$ cat src/pmm_pkg.sv
package pmm_pkg;

	localparam int PMM_PAGE_BYTES = 256;
	localparam int PMM_PAGE_TOTAL = 64;
	localparam int PMM_OFS_W = $clog2(PMM_PAGE_BYTES);
	localparam int PMM_PTR_BASE = 64;

	localparam logic [7:0] MAP_FREE = 8'd0;
	localparam logic [7:0] MAP_USED = 8'd1;

	localparam logic [1:0] OP_NEW = 2'd0;
	localparam logic [1:0] OP_KILL = 2'd1;
	localparam logic [1:0] OP_STORE = 2'd2;
	localparam logic [1:0] OP_LOAD = 2'd3;

	localparam logic [1:0] ST_OK = 2'd0;
	localparam logic [1:0] ST_NO_TABLE = 2'd1;
	localparam logic [1:0] ST_NO_DATA = 2'd2;
	localparam logic [1:0] ST_RANGE = 2'd3;

	typedef struct packed {
		logic [1:0] status;
		logic [15:0] physical_address;
		logic [7:0] load_data;
	} res_t;

endpackage

$ cat src/pmm_ctrl.sv
module pmm_ctrl #(
	parameter int PAGE_TOTAL = pmm_pkg::PMM_PAGE_TOTAL
) (
	input logic clk,
	input logic arst_n,
	input logic in_valid,
	output logic in_ready,
	input logic [1:0] operation,
	input logic [7:0] process_id,
	input logic [6:0] alloc_pages,
	input logic [13:0] virtual_address,
	input logic [7:0] store_data,
	output logic res_valid,
	input logic res_ready,
	output pmm_pkg::res_t res,
	output logic mem_we,
	output logic [$clog2(PAGE_TOTAL) + pmm_pkg::PMM_OFS_W - 1:0] mem_addr,
	output logic [7:0] mem_wdata,
	input logic [7:0] mem_rdata
);
	import pmm_pkg::*;

	localparam int PG_W = $clog2(PAGE_TOTAL);
	localparam int ADDR_W = PG_W + PMM_OFS_W;
	localparam int DEPTH = PAGE_TOTAL * PMM_PAGE_BYTES;
	localparam int KI_W = $clog2(PAGE_TOTAL);

	localparam logic [3:0] S_CLEAR = 4'd0;
	localparam logic [3:0] S_IDLE = 4'd1;
	localparam logic [3:0] S_SCAN_RD = 4'd2;
	localparam logic [3:0] S_SCAN_CHK = 4'd3;
	localparam logic [3:0] S_WR_PTR = 4'd4;
	localparam logic [3:0] S_WR_ENT = 4'd5;
	localparam logic [3:0] S_PTR_RD = 4'd6;
	localparam logic [3:0] S_PTR_GOT = 4'd7;
	localparam logic [3:0] S_K_RD = 4'd8;
	localparam logic [3:0] S_K_CHK = 4'd9;
	localparam logic [3:0] S_K_TBL = 4'd10;
	localparam logic [3:0] S_ENT_GOT = 4'd11;
	localparam logic [3:0] S_LD_GOT = 4'd12;
	localparam logic [3:0] S_DONE = 4'd13;

	logic [3:0] state_q, state_d;
	logic [ADDR_W-1:0] clr_q, clr_d;

	logic [1:0] op_q;
	logic [7:0] pid_q;
	logic [6:0] count_q;
	logic [13:0] va_q;
	logic [7:0] data_q;
	logic [PG_W-1:0] cursor_q;
	logic want_tbl_q;
	logic [7:0] table_q;
	logic [7:0] page_q;
	logic [6:0] v_q;
	logic [KI_W-1:0] ki_q;
	logic [1:0] status_q;
	logic [15:0] paddr_q;
	logic [7:0] ldata_q;

	logic rd_free, rd_in_range, cur_last, ki_last, alloc_done;
	logic [6:0] v_next;
	logic [ADDR_W-1:0] pid_slot_addr, ent_addr, kill_addr, xlat_addr, acc_addr;

	assign rd_free = (mem_rdata == MAP_FREE);
	assign rd_in_range = (mem_rdata < 8'(PAGE_TOTAL));
	assign cur_last = (cursor_q == PG_W'(PAGE_TOTAL - 1));
	assign ki_last = (ki_q == KI_W'(PAGE_TOTAL - 1));
	assign v_next = (state_q == S_WR_PTR) ? 7'd0 : v_q + 7'd1;
	assign alloc_done = (v_next == count_q);

	assign pid_slot_addr = ADDR_W'(9'(PMM_PTR_BASE) + {1'b0, pid_q});
	assign ent_addr = {table_q[PG_W-1:0], 8'(v_q)};
	assign kill_addr = {table_q[PG_W-1:0], 8'(ki_q)};
	assign xlat_addr = {mem_rdata[PG_W-1:0], 8'(va_q[13:PMM_OFS_W])};
	assign acc_addr = {mem_rdata[PG_W-1:0], va_q[PMM_OFS_W-1:0]};

	always_comb begin
		mem_we = 1'b0;
		mem_addr = '0;
		mem_wdata = MAP_FREE;
		unique case (state_q)
			S_CLEAR: begin
				mem_we = 1'b1;
				mem_addr = clr_q;
				mem_wdata = (clr_q == '0) ? MAP_USED : MAP_FREE;
			end
			S_SCAN_RD: begin
				mem_addr = ADDR_W'(cursor_q);
			end
			S_SCAN_CHK: begin
				mem_we = rd_free;
				mem_addr = ADDR_W'(cursor_q);
				mem_wdata = MAP_USED;
			end
			S_WR_PTR: begin
				mem_we = 1'b1;
				mem_addr = pid_slot_addr;
				mem_wdata = table_q;
			end
			S_WR_ENT: begin
				mem_we = 1'b1;
				mem_addr = ent_addr;
				mem_wdata = page_q;
			end
			S_PTR_RD: begin
				mem_addr = pid_slot_addr;
			end
			S_PTR_GOT: begin
				mem_addr = xlat_addr;
			end
			S_K_RD: begin
				mem_addr = kill_addr;
			end
			S_K_CHK: begin
				mem_we = !rd_free;
				mem_addr = ADDR_W'(mem_rdata);
			end
			S_K_TBL: begin
				mem_we = 1'b1;
				mem_addr = ADDR_W'(table_q);
			end
			S_ENT_GOT: begin
				mem_we = rd_in_range && (op_q == OP_STORE);
				mem_addr = acc_addr;
				mem_wdata = data_q;
			end
			default: begin
			end
		endcase
	end

	always_comb begin
		state_d = state_q;
		clr_d = clr_q;
		unique case (state_q)
			S_CLEAR: begin
				clr_d = clr_q + 1'b1;
				if (clr_q == ADDR_W'(DEPTH - 1)) begin
					state_d = S_IDLE;
				end
			end
			S_IDLE: begin
				if (in_valid) begin
					state_d = (operation == OP_NEW) ? S_SCAN_RD : S_PTR_RD;
				end
			end
			S_SCAN_RD: state_d = S_SCAN_CHK;
			S_SCAN_CHK: begin
				if (rd_free) begin
					state_d = want_tbl_q ? S_WR_PTR : S_WR_ENT;
				end else if (cur_last) begin
					state_d = S_DONE;
				end else begin
					state_d = S_SCAN_RD;
				end
			end
			S_WR_PTR, S_WR_ENT: begin
				state_d = (alloc_done || cur_last) ? S_DONE : S_SCAN_RD;
			end
			S_PTR_RD: state_d = S_PTR_GOT;
			S_PTR_GOT: begin
				if (op_q == OP_KILL) begin
					state_d = rd_in_range ? S_K_RD : S_K_TBL;
				end else begin
					state_d = rd_in_range ? S_ENT_GOT : S_DONE;
				end
			end
			S_K_RD: state_d = S_K_CHK;
			S_K_CHK: state_d = ki_last ? S_K_TBL : S_K_RD;
			S_K_TBL: state_d = S_DONE;
			S_ENT_GOT: begin
				state_d = (rd_in_range && op_q == OP_LOAD) ? S_LD_GOT : S_DONE;
			end
			S_LD_GOT: state_d = S_DONE;
			S_DONE: begin
				if (res_ready) begin
					state_d = S_IDLE;
				end
			end
			default: state_d = S_IDLE;
		endcase
	end

	always_ff @(posedge clk or negedge arst_n) begin
		if (!arst_n) begin
			state_q <= S_CLEAR;
			clr_q <= '0;
		end else begin
			state_q <= state_d;
			clr_q <= clr_d;
		end
	end

	always_ff @(posedge clk) begin
		case (state_q)
			S_IDLE: begin
				op_q <= operation;
				pid_q <= process_id;
				count_q <= alloc_pages;
				va_q <= virtual_address;
				data_q <= store_data;
				cursor_q <= '0;
				want_tbl_q <= 1'b1;
				status_q <= ST_OK;
				paddr_q <= '0;
				ldata_q <= '0;
			end
			S_SCAN_CHK: begin
				if (rd_free) begin
					if (want_tbl_q) begin
						table_q <= 8'(cursor_q);
					end else begin
						page_q <= 8'(cursor_q);
					end
				end else if (cur_last) begin
					status_q <= want_tbl_q ? ST_NO_TABLE : ST_NO_DATA;
				end else begin
					cursor_q <= cursor_q + 1'b1;
				end
			end
			S_WR_PTR, S_WR_ENT: begin
				// Pages only become used during one allocation, so the search
				// resumes just past the page found last.
				want_tbl_q <= 1'b0;
				v_q <= v_next;
				if (!alloc_done) begin
					if (cur_last) begin
						status_q <= ST_NO_DATA;
					end else begin
						cursor_q <= cursor_q + 1'b1;
					end
				end
			end
			S_PTR_GOT: begin
				table_q <= mem_rdata;
				ki_q <= '0;
				if (op_q != OP_KILL && !rd_in_range) begin
					status_q <= ST_RANGE;
				end
			end
			S_K_CHK: begin
				ki_q <= ki_q + 1'b1;
			end
			S_ENT_GOT: begin
				paddr_q <= {mem_rdata, va_q[PMM_OFS_W-1:0]};
				if (!rd_in_range) begin
					status_q <= ST_RANGE;
				end
			end
			S_LD_GOT: begin
				ldata_q <= mem_rdata;
			end
			default: begin
			end
		endcase
	end

	assign in_ready = (state_q == S_IDLE);
	assign res_valid = (state_q == S_DONE);
	assign res.status = status_q;
	assign res.physical_address = paddr_q;
	assign res.load_data = ldata_q;

endmodule

$ cat config.mk
export PLATFORM = sky130hd
export DESIGN_NAME = pmm_ctrl
export DESIGN_NICKNAME = d
export VERILOG_FILES = /design/src/pmm_pkg.sv /design/src/pmm_ctrl.sv
export SDC_FILE = /design/constraint.sdc
export NUM_CORES = 1
export LEC_CHECK = 0
export ABC_AREA = 1
export ABC_CLOCK_PERIOD_IN_PS = 3300
export BUFFER_PORTS_ARGS = -buffer_cell sky130_fd_sc_hd__buf_2
export CORE_MARGIN = 2
export CORE_UTILIZATION = 56
export DETAILED_ROUTE_END_ITERATION = 8
export PLACE_DENSITY_LB_ADDON = 0.3
export SLEW_MARGIN = 20
export SYNTH_ARGS = -nofsm -noshare
export SYNTH_HDL_FRONTEND = slang
export SYNTH_SLANG_ARGS = --single-unit
$ cat constraint.sdc
create_clock -name clk -period 3.3 [get_ports clk]
set_input_delay 0.99 -clock clk [delete_from_list [all_inputs] [get_ports clk]]
set_output_delay 0.99 -clock clk [all_outputs]
set_load 0.05 [all_outputs]
# Word level (Yosys, flattened, before mapping)
# Index checks and enable logic that the tools add are counted.
[totals]
regBits = 117
latch_bits = 0
ramBits = 0
mem_bits_ro = 0
inputBits = 51
out_inout_bits = 51
wordCells = 120
n_memories = 0
[op_classes]
add_sub_neg = 5
n_mul = 0
div = 0
magnitude_cmp = 1
n_eq_ne = 32
shifts = 0
mux = 38
bitwise = 1
reduce_logical = 27
[ops]
columns = ["operator", "count"]
rows = [
  ["14-bit case mux with 9 select lines", 1],
  ["4-bit case mux with 12 select lines", 1],
  ["8-bit case mux with 5 select lines", 1],
  ["16-bit case mux with 2 select lines", 1],
  ["8-bit case mux with 2 select lines", 2],
  ["4-bit == test, second input constant", 6],
  ["4-bit two-way mux", 6],
  ["2-bit != test, second input constant", 10],
  ["2-bit two-way mux", 9],
  ["6-bit two-way mux", 3],
  ["6-bit case mux with 3 select lines", 1],
  ["4-bit by 3-bit == test with 1-bit output, second input constant", 4],
  ["8-bit two-way mux", 2],
  ["14-bit by 1-bit adder with 14-bit output, second input constant", 1],
  ["14-bit == test, second input constant", 1],
  ["14-bit zero test", 1],
  ["6-bit by 1-bit adder with 6-bit output, second input constant", 2],
  ["6-bit == test, second input constant", 2],
  ["6-bit case mux with 2 select lines", 1],
  ["3-bit AND reduction", 4],
  ["2-bit case mux with 5 select lines", 1],
  ["2-bit nonzero test", 5],
  ["7-bit by 8-bit adder with 9-bit output, first input constant", 1],
  ["3-bit two-way mux", 3],
  ["24 further kinds", 35],
]

# Logic depth before layout (Yosys ltp)
# Gate-level depths: netlist of run 1.
[depth]
ltp_word = 6
depth_mapped = 16
depth_no_buf = 16

# Worst setup path before layout of run 1
# No wires, ideal clock.
[synth_path]
path_kind = "register -> output"
from = "register state_q[1]"
to = "output port mem_wdata[0]"
t_arrival_ns = 2.432
required_ns = 2.310
setup_slack_ns = -0.122
path_stages_with_launch = 6
n_path_buf = 0
cell_sequence = "dfrtp_1 -> nor2_4 -> nand2_2 -> inv_1 -> nand4_1 -> o41ai_1"
[synth_via]
elab_chain_len = 2
word_cells_on_any_way = 6
classes_between = "eq/ne (4); mux (1); reduce/logical (1)"
[synth_rtl]
columns = ["item", "line_no", "source"]
rows = [
  ["start, declared", "pmm_ctrl.sv:43", "logic [3:0] state_q, state_d;"],
  ["start signal, assigned", "pmm_ctrl.sv:190", "state_q <= state_d;"],
  ["4-bit == test (tied with other cells)", "pmm_ctrl.sv:82", "unique case (state_q)"],
  ["8-bit case mux with 5 select lines (*)", "pmm_ctrl.sv:82", ""],
  ["end, declared", "pmm_ctrl.sv:18", "output logic [7:0] mem_wdata,"],
]
# Mark *: on every way between the ends. The rest lies on a longest branch, timed or not.

# Final worst setup path of run 1
[layout_path]
from = "register state_q[2]"
to = "output port mem_addr[12] (netlist bit)"
[layout_via]
elab_chain_len = 3
word_cells_on_any_way = 14
classes_between = "eq/ne (10); mux (1); reduce/logical (3)"
[layout_rtl]
columns = ["item", "line_no", "source"]
rows = [
  ["4-bit by 3-bit == test with 1-bit output / 4-bit by 2-bit == test with 1-bit output (equally long branches)", "pmm_ctrl.sv:82", ""],
  ["2-bit OR reduction (no line)", "--", ""],
  ["14-bit case mux with 9 select lines (*)", "pmm_ctrl.sv:82", ""],
  ["end, declared", "pmm_ctrl.sv:17", "output logic [$clog2(PAGE_TOTAL) + pmm_pkg::PMM_OFS_W - 1:0] mem_addr,"],
]
# Marked as above.

==> results of run 1 <==
==> worst min-delay path by stage <==
stage                              startpoint                     end  slack, ns  cells past startpoint
floorplan           cursor_q[5]$_SDFFCE_PN0P_     page_q[5]$_DFFE_PP_       0.45                      0
global placement    cursor_q[1]$_SDFFCE_PN0P_     page_q[1]$_DFFE_PP_       0.46                      0
detailed placement  cursor_q[1]$_SDFFCE_PN0P_     page_q[1]$_DFFE_PP_       0.49                      0
CTS                                    arst_n  state_q[2]$_DFFE_PN0P_       0.38                      1
global route                           arst_n  state_q[2]$_DFFE_PN0P_       0.41                      1
finish                                 arst_n   clr_q[11]$_DFFE_PN0P_       0.39                      1
==> registers in the layout (all words and copies together) (netlist names), 2 cells and up <==
name and count:
va_q 14, cursor_q 6, count_q 7, pid_q 8, paddr_q 16, status_q 2, ki_q 6, data_q 8
op_q 2, v_q 7, page_q 6, table_q 8, state_q 4, ldata_q 8, clr_q 14
==> area by class of cell <==
cell class	count	area, µm²	share of cell area, %
well taps	133	166	2.20
inverters	98	380	5.02
clock buffers	18	418	5.52
multi-input cells	340	2090	27.7
flip-flops and latches	117	3430	45.3
clock inverters	13	188	2.48
repair buffers	141	897	11.8
==> cells by family after synthesis <==
kind of cell | after synthesis | synth area share, %
fa+ha+maj | 7 | 1.54
buf+inv | 107 | 7.49
flops | 117 | 60.3
simple gates | 232 | 18.3
compound gates | 85 | 9.87
xor+xnor | 16 | 2.47
==> Yosys cell counts (8+ instances only) <==
library cell	instances	area (µm²)
o21ai_0	28	140
edfxtp_1	99	2970
nand2_1	102	383
nand3_1	21	105
nor2_1	64	240
o211ai_1	8	60.1
a21oi_1	11	55.1
xor2_1	12	105
a221oi_1	15	131
nand4_1	9	56.3
inv_2	8	30.0
inv_1	89	334
nor2_2	10	62.6
dfrtp_1	18	450
==> metal layers <==
layer / vias up / routed length [µm] / GRT usage, %
met1: 2322 / 6330 / 38.7
met4: 0 / 509 / 13.6
met3: 44 / 1660 / 9.30
met2: 324 / 8490 / 49.7
met5: - / 0 / 0
li1: 2234 / - / -
==> power by group <==
group	internal [mW]	total (mW)	switching, mW
Sequential	2.21	2.48	0.266
Combinational	0.899	3.21	2.31
Clock	1.28	1.90	0.617
Total	4.39	7.59	3.20
==> what timing repair did <==
item                       CTS  global route
gates resized for setup     42            49
setup endpoints to repair   16            20
pin swaps                    5             8
setup buffers                5            12
==> worst max-delay path, cell delays in order (launching register included) <==
cell,delay [ns]
dfrtp_2,0.47
nor2_4,0.18
inv_4,0.07
nor2_4,0.15
inv_4,0.08
buf_8,0.15
buf_6,0.14
nor2_2,0.12
nor2_1,0.06
o21ai_0,0.15
buf_4,0.27
==> results.cfg, run 1 <==
[drt]
wire_per_inst_um = 19.8
wl_um = 17000
drt_pass1_iterations = 5
vias_per_cell = 5.73
drtIter0Drc = 582
ant_nets = 0
drc = 0
num_vias = 4924

[global_routing]
grt_pass1_wl_um = 25100
grtUsageTotal_pct = 30.9
grt_max_degree = 20
antenna_found_initial = 0
grt_overflow_total = 0
grt_pass1_vias = 4768

[worst_setup_path]
r2r_slack_ns = 0.67
crit_start = state_q[2]$_DFFE_PN0P_
r2r_cells = 12
worstPathMaxFanout = 8
start_kind = flop
worstReg2RegEnd = cursor_q[3]$_SDFFCE_PN0P_
required_ns = 2.31
reg2reg_from = v_q[1]$_DFFE_PN_
critPathArrivalTime_ns = 2.37
critPathKind = reg2out
critPathCaptureType = primary output
endpoint = mem_addr[12]

[cells_and_area]
fin_area_um2 = 7570
area_growth_syn_to_layout_pct = 33.4
diodes = 0
drive_above_1_share_pct = 33.0
num-nets-final = 773
fin_cells = 860
mostFrequentLayoutCells = edfxtp_1, nand2_1, buf_2, inv_1, nor2_1
mostFrequentLayoutCell = edfxtp_1
fillers = 674
utilization_pct = 77.1

[logic_synthesis]
synthFlopType = edfxtp_1
synth.distinct_cells = 38
synth.avg_cell_area_um2 = 10.1
synthCells = 564
synth-seq-area-share_pct = 60.3
syn_area_um2 = 5680
synth_edf_count = 99
synthArstFlopShare_pct = 15.4
yosys_warnings = 0
synth_seq_cells = 117
syn-num-nets = 622

[clocking]
cts_sinks = 117
cts_tree = yes
cts_max_level = 4
postCtsHoldBufs = 0
insertion_delay_ns = 0.53
cts_buffer_depth = 2
cts_buffers = 17
cts_root_buf = clkbuf_8
cts.clk_slew.worst_paths_ns = 0.05

[floorplanning]
io_pins = 102
rows = 36
floorplan.initialDensity_pct = 57.8
die_y_um = 105
coreArea_um2 = 9820
die_width_um = 105
die-area_um2 = 11000

[sta]
min_period_ns = 3.36
grt_setup_unrepaired = yes
fin_ws_ns = -0.0606
max_freq_mhz = 298
setup_tns_ns = -0.0662
final.period_utilization_pct = 102
slew_headroom_pct = 47.6
tightestPinTransition_ns = 0.784
clock_skew_ns = 0.00869
finalHoldViolCount = 0
timing.hold.ws_ns = 0.389
setup_viol = 2
slew_viol_final = 0

[flow_run]
drv_cap = 0

[pwr]
leakage_nw = 3.34
power_density_nw_per_um2 = 1000
p_total_mw = 7.59
ir_drop_uv = 701

[placement]
portBuffers = 101
gp_congestion = 1.04
pre_cts_ws_ns = -0.0245
dp_hpwl_um = 11900
placed_cell_area_um2 = 6480
dpl.cell_count = 812

[min_path]
hp-class = in2async

[outcome]
failed_checks = setup timing
outcome = complete, but fails checks
No activity file was read; power rests on OpenSTA's default activity.
==> inputs of run 2 (changes only) <==
ABC_CLOCK_PERIOD_IN_PS = 3900   (was 3300)
CELL_PAD_IN_SITES_DETAIL_PLACEMENT = 0   (was unset)
CELL_PAD_IN_SITES_GLOBAL_PLACEMENT = 1   (was unset)
CORE_UTILIZATION = 46   (was 56)
clock period = 3.9 ns   (was 3.3 ns; I/O delays follow)
==> run 2 against run 1 <==
Compared with the run above:
- the run now ends clean
- sequential power fell by 17%
- core utilization fell by 19 points
- die area rose by 21%
- clock power fell by 26%
- register-to-register slack improved by 0.83 ns
- global-route usage fell by 6.4 points
- non-clock buffer count fell by 30
- critical path type unchanged
- sequential cell count did not move
- first-iteration DRC count fell by 28%
- critical path depth fell by 2
==> results.cfg, run 2 (synthesis results as in run 1) <==
[outcome]
outcome = complete, no violations

[min_path]
min_delay_worst_endpoint = page_q[5]$_DFFE_PP_
min_from = cursor_q[5]$_SDFFCE_PN0P_
min_delay_path_depth = 0
hp-class = reg2reg

[worst_setup_path]
critPathCaptureType = primary output
required_ns = 2.73
worstPathMaxFanout = 5
reg2reg_from = state_q[2]$_DFFE_PN0P_
critPathArrivalTime_ns = 2.58
worstReg2RegEnd = cursor_q[4]$_SDFFCE_PN0P_
start_kind = flop
r2r_cells = 12
critPathKind = reg2out
r2r_slack_ns = 1.50

[cells_and_area]
drive_above_1_share_pct = 23.9
num-nets-final = 743
reg_top3 = paddr_q (16), clr_q (14), va_q (14)
diodes = 0
mostFrequentLayoutCell = nand2_1
fillers = 1081
seq_area_um2 = 3420
multi_input_comb_area_um2 = 1850
fin_area_um2 = 6940
mostFrequentLayoutCells = nand2_1, buf_2, edfxtp_1, inv_1, nor2_1
largest_reg_flops = 16
top_register = paddr_q
area_growth_syn_to_layout_pct = 22.3

[placement]
placed_cell_area_um2 = 6390
portBuffers = 101
gp_congestion = 0.930
dp_hpwl_um = 11500

[global_routing]
grt_max_degree = 29
grt_pass1_vias = 4312
grt_pass1_wl_um = 23800
grt_overflow_total = 0
grtUsageTotal_pct = 24.5
antenna_found_initial = 0

[clocking]
cts_buffers = 17
cts.clk_slew.worst_paths_ns = 0.05
cts_max_level = 4
cts_sinks = 117
cts_buffer_depth = 2
insertion_delay_ns = 0.42
cts_setup_buffers = 0
cts_root_buf = clkbuf_16
cts_tree = yes

[sta]
slew_viol_final = 0
tightestPinTransition_ns = 0.711
final.period_utilization_pct = 96.1
setup_viol = 0
slew_headroom_pct = 52.5
finalHoldViolCount = 0
setup_tns_ns = 0
max_freq_mhz = 267
grt_setup_unrepaired = no
min_period_ns = 3.75
clock_skew_ns = 0.00679

[pwr]
ir_drop_uv = 492
p_clk_share_pct = 24.4
p_int_mw = 3.29
share_seq_of_total_power_pct = 35.7
p_sw_share_pct = 43.1
power_density_nw_per_um2 = 832
leakage_nw = 3.09
p_sw_mw = 2.49
comb_power_share_pct = 39.9

[drt]
vias_per_cell = 5.41
ant_nets = 0
num_vias = 4575
wire_per_inst_um = 18.1
wl_um = 15300
drc = 0
drtIter0Drc = 421
drt_pass1_iterations = 5

[floorplanning]
die_width_um = 115
floorplan.initialDensity_pct = 47.3
rows = 40
coreArea_um2 = 12000
die-area_um2 = 13200
die_y_um = 115
io_pins = 102

[flow_run]
drv_cap = 0
-- run 2: changes by cell type in the layout (fill, tap and decap cells not counted), sizes merged --
cell | before | now
buf | 140 | 111
bufinv | 5 | 1
clkbuf | 19 | 27
clkinv | 8 | 4
clkinvlp | 3 | 1
inv | 95 | 97
-- run 2: power by group through the flow --
| stage | sequential, mW | combinational [mW] | clock (mW) |
|---|---|---|---|
| finish | 2.07 | 2.30 | 1.41 |
| global route | 2.10 | 2.48 | 1.48 |
| CTS | 2.06 | 2.31 | 1.43 |
| detailed placement | 2.08 | 2.29 | 0 |
| global placement | 2.07 | 2.28 | 0 |
| floorplan | 2.41 | 1.32 | 0 |
-- run 2: per-stage QoR --
stage	utilization [%]	hold WS, ns	setup WS [ns]	total power [mW]	cells
final	57.8	0.498	0.153	5.78	845
after global placement	53.2	0.464	0.198	4.34	813
after global routing	57.8	0.501	0.0552	6.06	845
after CTS	57.6	0.488	0.0980	5.80	845
after detailed placement	53.2	0.475	0.173	4.37	813
after floorplan	-	0.452	0.232	3.73	564
-- run 2: final cells by class --
cell class / instances / area share [%]
Clock buffer: 27 / 6.95
Timing Repair Buffer: 111 / 8.36
Clock inverter: 5 / 0.739
Sequential cell: 117 / 49.3
Inverter: 98 / 5.30
Tap cell: 147 / 2.65
Multi-Input combinational cell: 340 / 26.7
-- run 2: worst max-delay path, cell delays in order, from the launching register on --
cell       delay, ns
dfrtp_1         0.43
inv_1           0.12
nor2_1          0.05
inv_1           0.19
nor2_1          0.17
buf_4           0.17
a221oi_1        0.42
o2111ai_1       0.31
buf_2           0.30
-- run 2: layer usage --
metal	up-vias	share of wire (%)	global-route usage, %
met4	0	2.3	10.3
met3	26	8.0	5.75
met1	2165	44	34.3
met2	202	46	36.8
li1	2182	-	-
met5	-	0	0
-- run 2: repair_timing --
item | in CTS | in global routing
hold buffers | 0 | 0
endpoints found under the setup margin | 0 | 4
gates resized for setup | 0 | 4
-- run 2: how the worst max path moves through the flow --
stage,slack [ns],depth (start not counted),endpoint,start
floorplan,0.23,5,mem_we,mem_rdata[6]
global placement,0.20,7,mem_we,mem_rdata[4]
detailed placement,0.17,7,mem_we,mem_rdata[5]
CTS,0.1,9,mem_addr[3],state_q[3]$_DFFE_PN0P_
global route,0.06,9,mem_addr[3],state_q[3]$_DFFE_PN0P_
finish,0.15,8,mem_addr[2],state_q[0]$_DFFE_PN0P_
